File: config.mk
export PLATFORM = sky130hd
export DESIGN_NAME = icsp_bitbang_shift_engine_flat
export DESIGN_NICKNAME = d
export VERILOG_FILES = /design/src/design/isbe_pkg.sv /design/src/design/isbe_in_if.sv /design/src/design/isbe_out_if.sv /design/src/design/icsp_bitbang_shift_engine.sv /design/src/design/isbe_step.sv /design/src/flat_wrapper.sv
export SDC_FILE = /design/constraint.sdc
export NUM_CORES = 1
export LEC_CHECK = 0
export BUFFER_PORTS_ARGS = -buffer_cell sky130_fd_sc_hd__buf_2
export CORE_MARGIN = 1.5
export CORE_UTILIZATION = 40
export DETAILED_ROUTE_END_ITERATION = 8
export MAX_ROUTING_LAYER = met4
export PLACE_DENSITY = 0.67
export SYNTH_ARGS = -nofsm -noshare
export SYNTH_HDL_FRONTEND = slang
export SYNTH_SLANG_ARGS = --single-unit
File: constraint.sdc
create_clock -name clk_i -period 6.1 [get_ports clk_i]
set_input_delay 0.305 -clock clk_i [delete_from_list [all_inputs] [get_ports clk_i]]
set_output_delay 0.305 -clock clk_i [all_outputs]
set_load 0.01 [all_outputs]
File: src/design/isbe_pkg.sv
// ----------------------------------------------------------------------------
// isbe_pkg: shared types and constants for the serial shift engine
// Request and status codes, register layout, state and word formats.
// ----------------------------------------------------------------------------
package isbe_pkg;

  localparam int unsigned MaxBits   = 64;
  localparam int unsigned PortWidth = 8;

  localparam logic [1:0] RisingSlot  = 2'd2;
  localparam logic [1:0] FallingSlot = 2'd3;
  localparam logic [1:0] LastSlot    = 2'd3;

  localparam logic [PortWidth-1:0] DirReset = 8'hBB;

  typedef enum logic [2:0] {
    REQ_PIN_WRITE = 3'd0,
    REQ_PIN_READ  = 3'd1,
    REQ_SHIFT_OUT = 3'd2,
    REQ_SHIFT_IN  = 3'd3,
    REQ_TICK      = 3'd4
  } req_e;

  typedef enum logic [1:0] {
    STATUS_OK        = 2'd0,
    STATUS_BUSY      = 2'd1,
    STATUS_BAD_COUNT = 2'd2
  } status_e;

  typedef enum logic [2:0] {
    REG_CLOCK_PIN         = 3'd0,
    REG_DATA_OUT_PIN      = 3'd1,
    REG_DATA_IN_PIN       = 3'd2,
    REG_LEAD_MSB          = 3'd3,
    REG_SAMPLE_ON_FALLING = 3'd4
  } reg_e;

  typedef struct packed {
    logic [2:0] clock_pin;
    logic [2:0] data_out_pin;
    logic [2:0] data_in_pin;
    logic       lead_msb;
    logic       sample_on_falling;
  } cfg_t;

  typedef struct packed {
    logic [PortWidth-1:0] latch;
    logic [PortWidth-1:0] dir;
    logic                 busy;
    logic                 shifting_in;
    logic [6:0]           bits_left;
    logic [1:0]           slot;
    logic [MaxBits-1:0]   bit_select;
    logic [MaxBits-1:0]   out_value;
    logic [MaxBits-1:0]   capture;
  } state_t;

  typedef struct packed {
    logic [2:0]           req_type;
    logic [2:0]           pin_index;
    logic                 pin_level;
    logic [MaxBits-1:0]   shift_data;
    logic [6:0]           bit_count;
    logic [PortWidth-1:0] port_in;
  } in_word_t;

  typedef struct packed {
    logic [PortWidth-1:0] port_out;
    logic [PortWidth-1:0] port_dir;
    logic                 read_level;
    logic [MaxBits-1:0]   shift_result;
    logic                 done_res;
    logic [1:0]           status;
  } out_word_t;

  localparam cfg_t CfgReset = '{
    clock_pin:         3'd0,
    data_out_pin:      3'd1,
    data_in_pin:       3'd1,
    lead_msb:          1'b0,
    sample_on_falling: 1'b0
  };

  localparam state_t StateReset = '{
    latch:       '0,
    dir:         DirReset,
    busy:        1'b0,
    shifting_in: 1'b0,
    bits_left:   '0,
    slot:        '0,
    bit_select:  '0,
    out_value:   '0,
    capture:     '0
  };

  function automatic logic [PortWidth-1:0] pin_bit(input logic [2:0] pin);
    pin_bit = 8'(1) << pin;
  endfunction

endpackage

File: src/design/isbe_in_if.sv
// ----------------------------------------------------------------------------
// isbe_in_if: request channel
// Valid/ready channel that carries one request word.
// ----------------------------------------------------------------------------
interface isbe_in_if;
  import isbe_pkg::*;

  logic     valid;
  logic     ready;
  in_word_t item;

  modport source (output valid, output item, input ready);
  modport sink   (input valid, input item, output ready);
endinterface

File: src/design/isbe_out_if.sv
// ----------------------------------------------------------------------------
// isbe_out_if: result channel
// Valid/ready channel that carries one result word.
// ----------------------------------------------------------------------------
interface isbe_out_if;
  import isbe_pkg::*;

  logic      valid;
  logic      ready;
  out_word_t item;

  modport source (output valid, output item, input ready);
  modport sink   (input valid, input item, output ready);
endinterface

File: src/design/icsp_bitbang_shift_engine.sv
// ----------------------------------------------------------------------------
// icsp_bitbang_shift_engine: bit-banged serial shift master
// Keeps an 8-bit port latch and direction mask and plays shift waveforms.
// ----------------------------------------------------------------------------
// Usage:
// Requests enter on in_i, one word per accepted handshake; every request
// produces exactly one result word on out_o. A request is a pin write, a pin
// read, a shift command (1 to 64 bits) or a tick. After a shift command each
// tick advances the waveform by one slot (data, clock high, clock high, clock
// low per bit); the tick that ends the transfer reports done and, for a shift
// in, the captured value.
// The result word is registered on acceptance. The engine takes one request
// per cycle while out_o takes each result: the whole update is a single
// combinational pass from the state registers into the result register.
// The configuration port (cfg_we_i, cfg_idx_i, cfg_wdata_i) writes pin
// assignments, bit order and sample edge; write it only while idle.
// Reset puts the latch at 0, the direction mask at 0xBB and the engine idle.
// When out_o stalls, the result register holds its word and in_i drops ready
// until that word is taken.
// ----------------------------------------------------------------------------
module icsp_bitbang_shift_engine (
  input  logic       clk_i,
  input  logic       rst_ni,
  input  logic       cfg_we_i,
  input  logic [2:0] cfg_idx_i,
  input  logic [2:0] cfg_wdata_i,
  isbe_in_if.sink    in_i,
  isbe_out_if.source out_o
);
  import isbe_pkg::*;

  cfg_t      cfg_q;
  state_t    state_q;
  state_t    state_d;
  out_word_t res_d;
  out_word_t res_q;
  logic      out_valid_q;
  logic      in_fire;

  assign in_i.ready  = !out_valid_q || out_o.ready;
  assign in_fire     = in_i.valid && in_i.ready;
  assign out_o.valid = out_valid_q;
  assign out_o.item  = res_q;

  isbe_step u_step (
    .cfg_i   (cfg_q),
    .state_i (state_q),
    .word_i  (in_i.item),
    .state_o (state_d),
    .res_o   (res_d)
  );

  always_ff @(posedge clk_i or negedge rst_ni) begin
    if (!rst_ni) begin
      cfg_q <= CfgReset;
    end else if (cfg_we_i) begin
      case (cfg_idx_i)
        REG_CLOCK_PIN:         cfg_q.clock_pin         <= cfg_wdata_i;
        REG_DATA_OUT_PIN:      cfg_q.data_out_pin      <= cfg_wdata_i;
        REG_DATA_IN_PIN:       cfg_q.data_in_pin       <= cfg_wdata_i;
        REG_LEAD_MSB:          cfg_q.lead_msb          <= cfg_wdata_i[0];
        REG_SAMPLE_ON_FALLING: cfg_q.sample_on_falling <= cfg_wdata_i[0];
        default: ;
      endcase
    end
  end

  always_ff @(posedge clk_i or negedge rst_ni) begin
    if (!rst_ni) begin
      state_q <= StateReset;
    end else if (in_fire) begin
      state_q <= state_d;
    end
  end

  always_ff @(posedge clk_i or negedge rst_ni) begin
    if (!rst_ni) begin
      out_valid_q <= 1'b0;
    end else if (in_fire) begin
      out_valid_q <= 1'b1;
    end else if (out_o.ready) begin
      out_valid_q <= 1'b0;
    end
  end

  always_ff @(posedge clk_i) begin
    if (in_fire) begin
      res_q <= res_d;
    end
  end

  // A running transfer always has bits left to play.
  a_busy_bits: assert property (@(posedge clk_i) disable iff (!rst_ni)
    state_q.busy |-> (state_q.bits_left != 7'd0))
    else $error("busy with no bits left");

  // The bit select never holds more than one bit.
  a_select_onehot: assert property (@(posedge clk_i) disable iff (!rst_ni)
    $onehot0(state_q.bit_select))
    else $error("bit select not one-hot");

  // Every accepted request leaves a result word waiting.
  a_result_follows: assert property (@(posedge clk_i) disable iff (!rst_ni)
    in_fire |=> out_valid_q)
    else $error("accepted request produced no result");

  // A finishing tick leaves the engine idle.
  a_done_idle: assert property (@(posedge clk_i) disable iff (!rst_ni)
    (in_fire && res_d.done_res) |=> !state_q.busy)
    else $error("engine still busy after done");

  // Status busy is only reported while a transfer runs.
  a_busy_status: assert property (@(posedge clk_i) disable iff (!rst_ni)
    (in_fire && (res_d.status == STATUS_BUSY)) |-> state_q.busy)
    else $error("busy status while idle");

endmodule

File: src/design/isbe_step.sv
// ----------------------------------------------------------------------------
// isbe_step: next-state and result logic
// Applies one request word to the engine state and forms its result word.
// ----------------------------------------------------------------------------
module isbe_step (
  input  isbe_pkg::cfg_t      cfg_i,
  input  isbe_pkg::state_t    state_i,
  input  isbe_pkg::in_word_t  word_i,
  output isbe_pkg::state_t    state_o,
  output isbe_pkg::out_word_t res_o
);
  import isbe_pkg::*;

  logic [1:0]         sample_slot;
  logic [5:0]         msb_idx;
  logic               bad_count;
  logic [6:0]         bits_next;
  logic [MaxBits-1:0] capture_next;

  assign sample_slot = cfg_i.sample_on_falling ? FallingSlot : RisingSlot;
  assign msb_idx     = 6'(word_i.bit_count - 7'd1);
  assign bad_count   = (word_i.bit_count == 7'd0) || (word_i.bit_count > 7'(MaxBits));
  assign bits_next   = state_i.bits_left - 7'd1;

  always_comb begin
    capture_next = state_i.capture;
    if (state_i.shifting_in && (state_i.slot == sample_slot) &&
        ((word_i.port_in & pin_bit(cfg_i.data_in_pin)) != '0)) begin
      capture_next = state_i.capture | state_i.bit_select;
    end
  end

  always_comb begin
    state_o          = state_i;
    res_o            = '0;
    res_o.status     = STATUS_OK;

    if ((word_i.req_type <= REQ_SHIFT_IN) && state_i.busy) begin
      res_o.status = STATUS_BUSY;
    end else begin
      case (req_e'(word_i.req_type))
        REQ_PIN_WRITE: begin
          state_o.dir = state_i.dir | pin_bit(word_i.pin_index);
          if (word_i.pin_level) begin
            state_o.latch = state_i.latch | pin_bit(word_i.pin_index);
          end else begin
            state_o.latch = state_i.latch & ~pin_bit(word_i.pin_index);
          end
        end
        REQ_PIN_READ: begin
          state_o.dir      = state_i.dir & ~pin_bit(word_i.pin_index);
          res_o.read_level = (word_i.port_in & pin_bit(word_i.pin_index)) != '0;
        end
        REQ_SHIFT_OUT, REQ_SHIFT_IN: begin
          if (bad_count) begin
            res_o.status = STATUS_BAD_COUNT;
          end else begin
            state_o.shifting_in = (word_i.req_type == REQ_SHIFT_IN);
            // A shared data pin turns around with the transfer direction.
            if (cfg_i.data_in_pin == cfg_i.data_out_pin) begin
              if (word_i.req_type == REQ_SHIFT_IN) begin
                state_o.dir = state_i.dir & ~pin_bit(cfg_i.data_in_pin);
              end else begin
                state_o.dir = state_i.dir | pin_bit(cfg_i.data_in_pin);
              end
            end
            state_o.busy       = 1'b1;
            state_o.bits_left  = word_i.bit_count;
            state_o.slot       = 2'd0;
            state_o.bit_select = cfg_i.lead_msb ? (64'(1) << msb_idx) : 64'(1);
            state_o.out_value  = (word_i.req_type == REQ_SHIFT_IN) ? '0 : word_i.shift_data;
            state_o.capture    = '0;
          end
        end
        REQ_TICK: begin
          if (state_i.busy) begin
            case (state_i.slot)
              2'd0: begin
                if (!state_i.shifting_in) begin
                  if ((state_i.out_value & state_i.bit_select) != '0) begin
                    state_o.latch = state_i.latch | pin_bit(cfg_i.data_out_pin);
                  end else begin
                    state_o.latch = state_i.latch & ~pin_bit(cfg_i.data_out_pin);
                  end
                end
              end
              2'd1: state_o.latch = state_i.latch | pin_bit(cfg_i.clock_pin);
              2'd2: state_o.latch = state_i.latch;
              default: state_o.latch = state_i.latch & ~pin_bit(cfg_i.clock_pin);
            endcase

            state_o.capture = capture_next;

            if (state_i.slot == LastSlot) begin
              state_o.bit_select = cfg_i.lead_msb ? (state_i.bit_select >> 1)
                                                  : (state_i.bit_select << 1);
              state_o.bits_left  = bits_next;
              state_o.slot       = 2'd0;
              if (bits_next == 7'd0) begin
                state_o.busy       = 1'b0;
                res_o.done_res     = 1'b1;
                res_o.shift_result = state_i.shifting_in ? capture_next : '0;
              end
            end else begin
              state_o.slot = state_i.slot + 2'd1;
            end
          end
        end
        default: begin
          // Unknown request codes leave everything untouched.
          state_o = state_i;
        end
      endcase
    end

    res_o.port_out = state_o.latch;
    res_o.port_dir = state_o.dir;
  end

endmodule
File: src/flat_wrapper.sv
// flat-port wrapper written by rule: the top's interface ports become plain ports
module icsp_bitbang_shift_engine_flat import isbe_pkg::*;
  (clk_i, rst_ni, cfg_we_i, cfg_idx_i, cfg_wdata_i, in_i_valid, in_i_item, in_i_ready, out_o_valid, out_o_item, out_o_ready);
  isbe_in_if in_i_i ();
  isbe_out_if out_o_i ();
  input  logic clk_i;
  input  logic rst_ni;
  input  logic cfg_we_i;
  input  logic [2:0] cfg_idx_i;
  input  logic [2:0] cfg_wdata_i;
  input wire logic [$bits(in_i_i.valid)-1:0] in_i_valid;
  input wire logic [$bits(in_i_i.item)-1:0] in_i_item;
  output wire logic [$bits(in_i_i.ready)-1:0] in_i_ready;
  output wire logic [$bits(out_o_i.valid)-1:0] out_o_valid;
  output wire logic [$bits(out_o_i.item)-1:0] out_o_item;
  input wire logic [$bits(out_o_i.ready)-1:0] out_o_ready;
  assign in_i_i.valid = in_i_valid;
  assign in_i_i.item = in_i_item;
  assign in_i_ready = in_i_i.ready;
  assign out_o_valid = out_o_i.valid;
  assign out_o_item = out_o_i.item;
  assign out_o_i.ready = out_o_ready;
  icsp_bitbang_shift_engine u_core (.clk_i(clk_i), .rst_ni(rst_ni), .cfg_we_i(cfg_we_i), .cfg_idx_i(cfg_idx_i), .cfg_wdata_i(cfg_wdata_i), .in_i(in_i_i), .out_o(out_o_i));
endmodule
==> results_dict.tcl <==
set metrics [dict create \
    status "completed" \
    cts.sinks 315 \
    vias 12900 \
    utilization 0.472 \
    grt_pass1_wl_um 72800 \
    clk_pin_slew_worst_paths_ns 0.06 \
    timing.fmax_ghz 0.299 \
    track_usage 0.246 \
    vias_per_cell 5.95 \
    post-dp-hpwl_um 33200 \
    synthArstFlopShare 0.733 \
    final_common_cell "dfrtp_1" \
    final_cell_mix "dfrtp_1, buf_2, nor2_1, o21ai_0, nand2_1" \
    cp.arrival_ns 3.70 \
    synth_edf_count 84 \
    nets 1728 \
    synth.distinct_cells 65 \
    worstSetupPathType "reg2reg" \
    clockBufferDepth 3 \
    finalSetupTns_ns 0 \
    ys.flop_type "dfrtp_1" \
    slew_headroom 0.296 \
    cp-start-kind "flop" \
    hold_viol_final 0 \
    stdcell_count 2165 \
    final_cell_area_um2 17800 \
    rows 71 \
    fin_ws_ns 2.75 \
    p_per_area_nw_per_um2 339 \
    synth_area_leaders "dfrtp_1, edfxtp_1, a22o_1" \
    grt_max_degree 109 \
    dpl_cell_area_um2 16600 \
    port-buffer-count 182 \
    clkLatencyLatePin_ns 0.53 \
    whs_path_depth 3 \
    syn2layout_area_growth_pct 15.7 \
    grt_remaining_overflow 0 \
    syn_area_um2 15400 \
    ios 183 \
    ys_seq_area_frac 0.540 \
    core-area_um2 37800 \
    syn_avg_cell_area_um2 10.3 \
    cts_tree "yes" \
    ys_ff_latch 315 \
    numCtsBuffers 35 \
    hold_class "in2reg" \
    drtIter0Drc 1450 \
    rsz0062_at_grt "no" \
    required_ns 6.45 \
    ant_nets 0 \
    setup_viol 0 \
    drt-total-wl_um 47400 \
    drcViolationCount 0 \
    cts_root_buffer "clkbuf_16" \
    antenna_found_initial 1 \
    start_util 0.408 \
    wire_per_inst_um 21.9 \
    fin_crit_sh 0.549 \
    htreeDepth 2 \
    period_needed_ns 3.35 \
    die_h_um 199 \
    placed_cells 2098 \
    die_x_um 199 \
    layout-drive-gt1-share 0.179 \
    dieArea_um2 39700 \
    ctsResizeCount 0 \
    cap_viol_max_count 0 \
    firstDrtPassIters 5 \
    netlist.area_leader.share 0.363 \
    maxSlewViolCount 0 \
    rr_worst_depth 5 \
    ir_drop_uv 155 \
    yosysWarnings 0 \
    worst_slew_pin_slew_ns 1.06 \
    worst_clock_skew_ns 0.0165 \
    cp_max_fo 102 \
    synthCells 1498 \
    power_leakage_nw 7.25 \
    gp_congestion 0.948 \
    place_ws_ns 2.49 \
    yosys.area.top_type "dfrtp_1" \
    syn_nets 1601 \
    endpoint_kind "flop" \
    grt_pass1_vias 12000 \
]
sequential cells by signal (all words and copies together) (netlist names):
signal / cells
u_core.cfg_q: 11
u_core.out_o.item: 84
u_core.out_o.valid: 1
u_core.state_q: 219
area by class of cell:
type,count,area [um2]
Clock inverter,13,138
Timing Repair Buffer,195,1020
Tap cell,511,639
Sequential cell,315,8320
Fill cell,3533,19900
Antenna cell,2,5.00
Inverter,11,42.5
Clock buffer,51,1030
Multi-Input combinational cell,1067,6620
critical path, cell delays in order (launching register included):
cell	delay, ns
dfrtp_1	0.58
nor2b_1	0.37
nor2b_1	0.10
or4b_4	0.89
a21o_1	0.91
o21ai_0	0.29
stage by stage:
stage	power, mW	hold slack (ns)
final	6.04	0.0183
after global routing	6.29	0.0368
after CTS	6.05	0.00489
after detailed placement	3.91	0.430
after global placement	3.88	0.432
after floorplan	3.42	0.00941
metal layers:
layer	wire (um)	part of all wire	up-vias	GRT usage
met5	0	0	-	-
met4	955	0.020	0	0.0598
met3	4310	0.091	81	0.0511
met2	20100	0.42	590	0.341
met1	22000	0.46	6401	0.365
li1	-	-	5807	-
power by group:
| group | leakage (nW) | switching (mW) | internal, mW |
|---|---|---|---|
| combinational | 2.86 | 0.545 | 0.430 |
| sequential | 3.83 | 0.497 | 2.44 |
| clock | 0.567 | 0.871 | 1.26 |
what timing repair did:
action / CTS / global route
hold endpoints to repair: 98 / 0
hold buffers: 1 / 0
buffers inserted: 0 / 0
kinds of logic (layout without fill, tap and decap cells):
| group | Yosys count | in the layout | synth area share |
|---|---|---|---|
| compound gates | 507 | 507 | 0.224 |
| flops | 315 | 315 | 0.540 |
| mux | 74 | 74 | 0.0492 |
| simple gates | 476 | 476 | 0.148 |
| xor+xnor | 4 | 4 | 0.00228 |
| fa+ha+maj | 6 | 6 | 0.00488 |
| other cells | 0 | 2 | 0 |
| buf+inv | 116 | 270 | 0.0311 |
path summary, 6_finish.rpt:
kind	startpoint	to	slack, ns
max in group asynchronous	rst_ni	u_core.state_q[16]	4.25
worst max register to register	u_core.state_q[202]	u_core.state_q[172]	2.75
min in group asynchronous	rst_ni	u_core.out_o.valid	0.38
worst min-delay path	in_i_item[38]	u_core.state_q[87]	0.02
worst min register to register	u_core.state_q[99]	u_core.state_q[99]	0.48
worst max-delay path	u_core.state_q[202]	u_core.state_q[172]	2.75
synthesized netlist by cell type (all sizes together) (3+ instances only):
| library cell | n |
|---|---|
| o221ai | 51 |
| and2 | 4 |
| edfxtp | 84 |
| a31oi | 9 |
| or3b | 3 |
| and3 | 4 |
| o21bai | 6 |
| ha | 6 |
| nor2b | 13 |
| dfstp | 8 |
| nor2 | 156 |
| o22ai | 4 |
| nand2 | 137 |
| nand2b | 75 |
| a21oi | 95 |
| inv | 11 |
| a221oi | 31 |
| clkbuf | 75 |
| buf | 30 |
| mux2 | 13 |
| o21a | 43 |
| a211o | 3 |
| nand4 | 11 |
| a22o | 90 |
| or2 | 11 |
| o211ai | 9 |
| dfrtp | 223 |
| nor3b | 5 |
| nand3 | 20 |
| nor3 | 13 |
| nand3b | 4 |
| o31ai | 6 |
| nor4 | 6 |
| a32o | 4 |
| o21ai | 144 |
| mux2i | 61 |
| nand4b | 3 |
No activity file was read; power rests on OpenSTA's default activity.
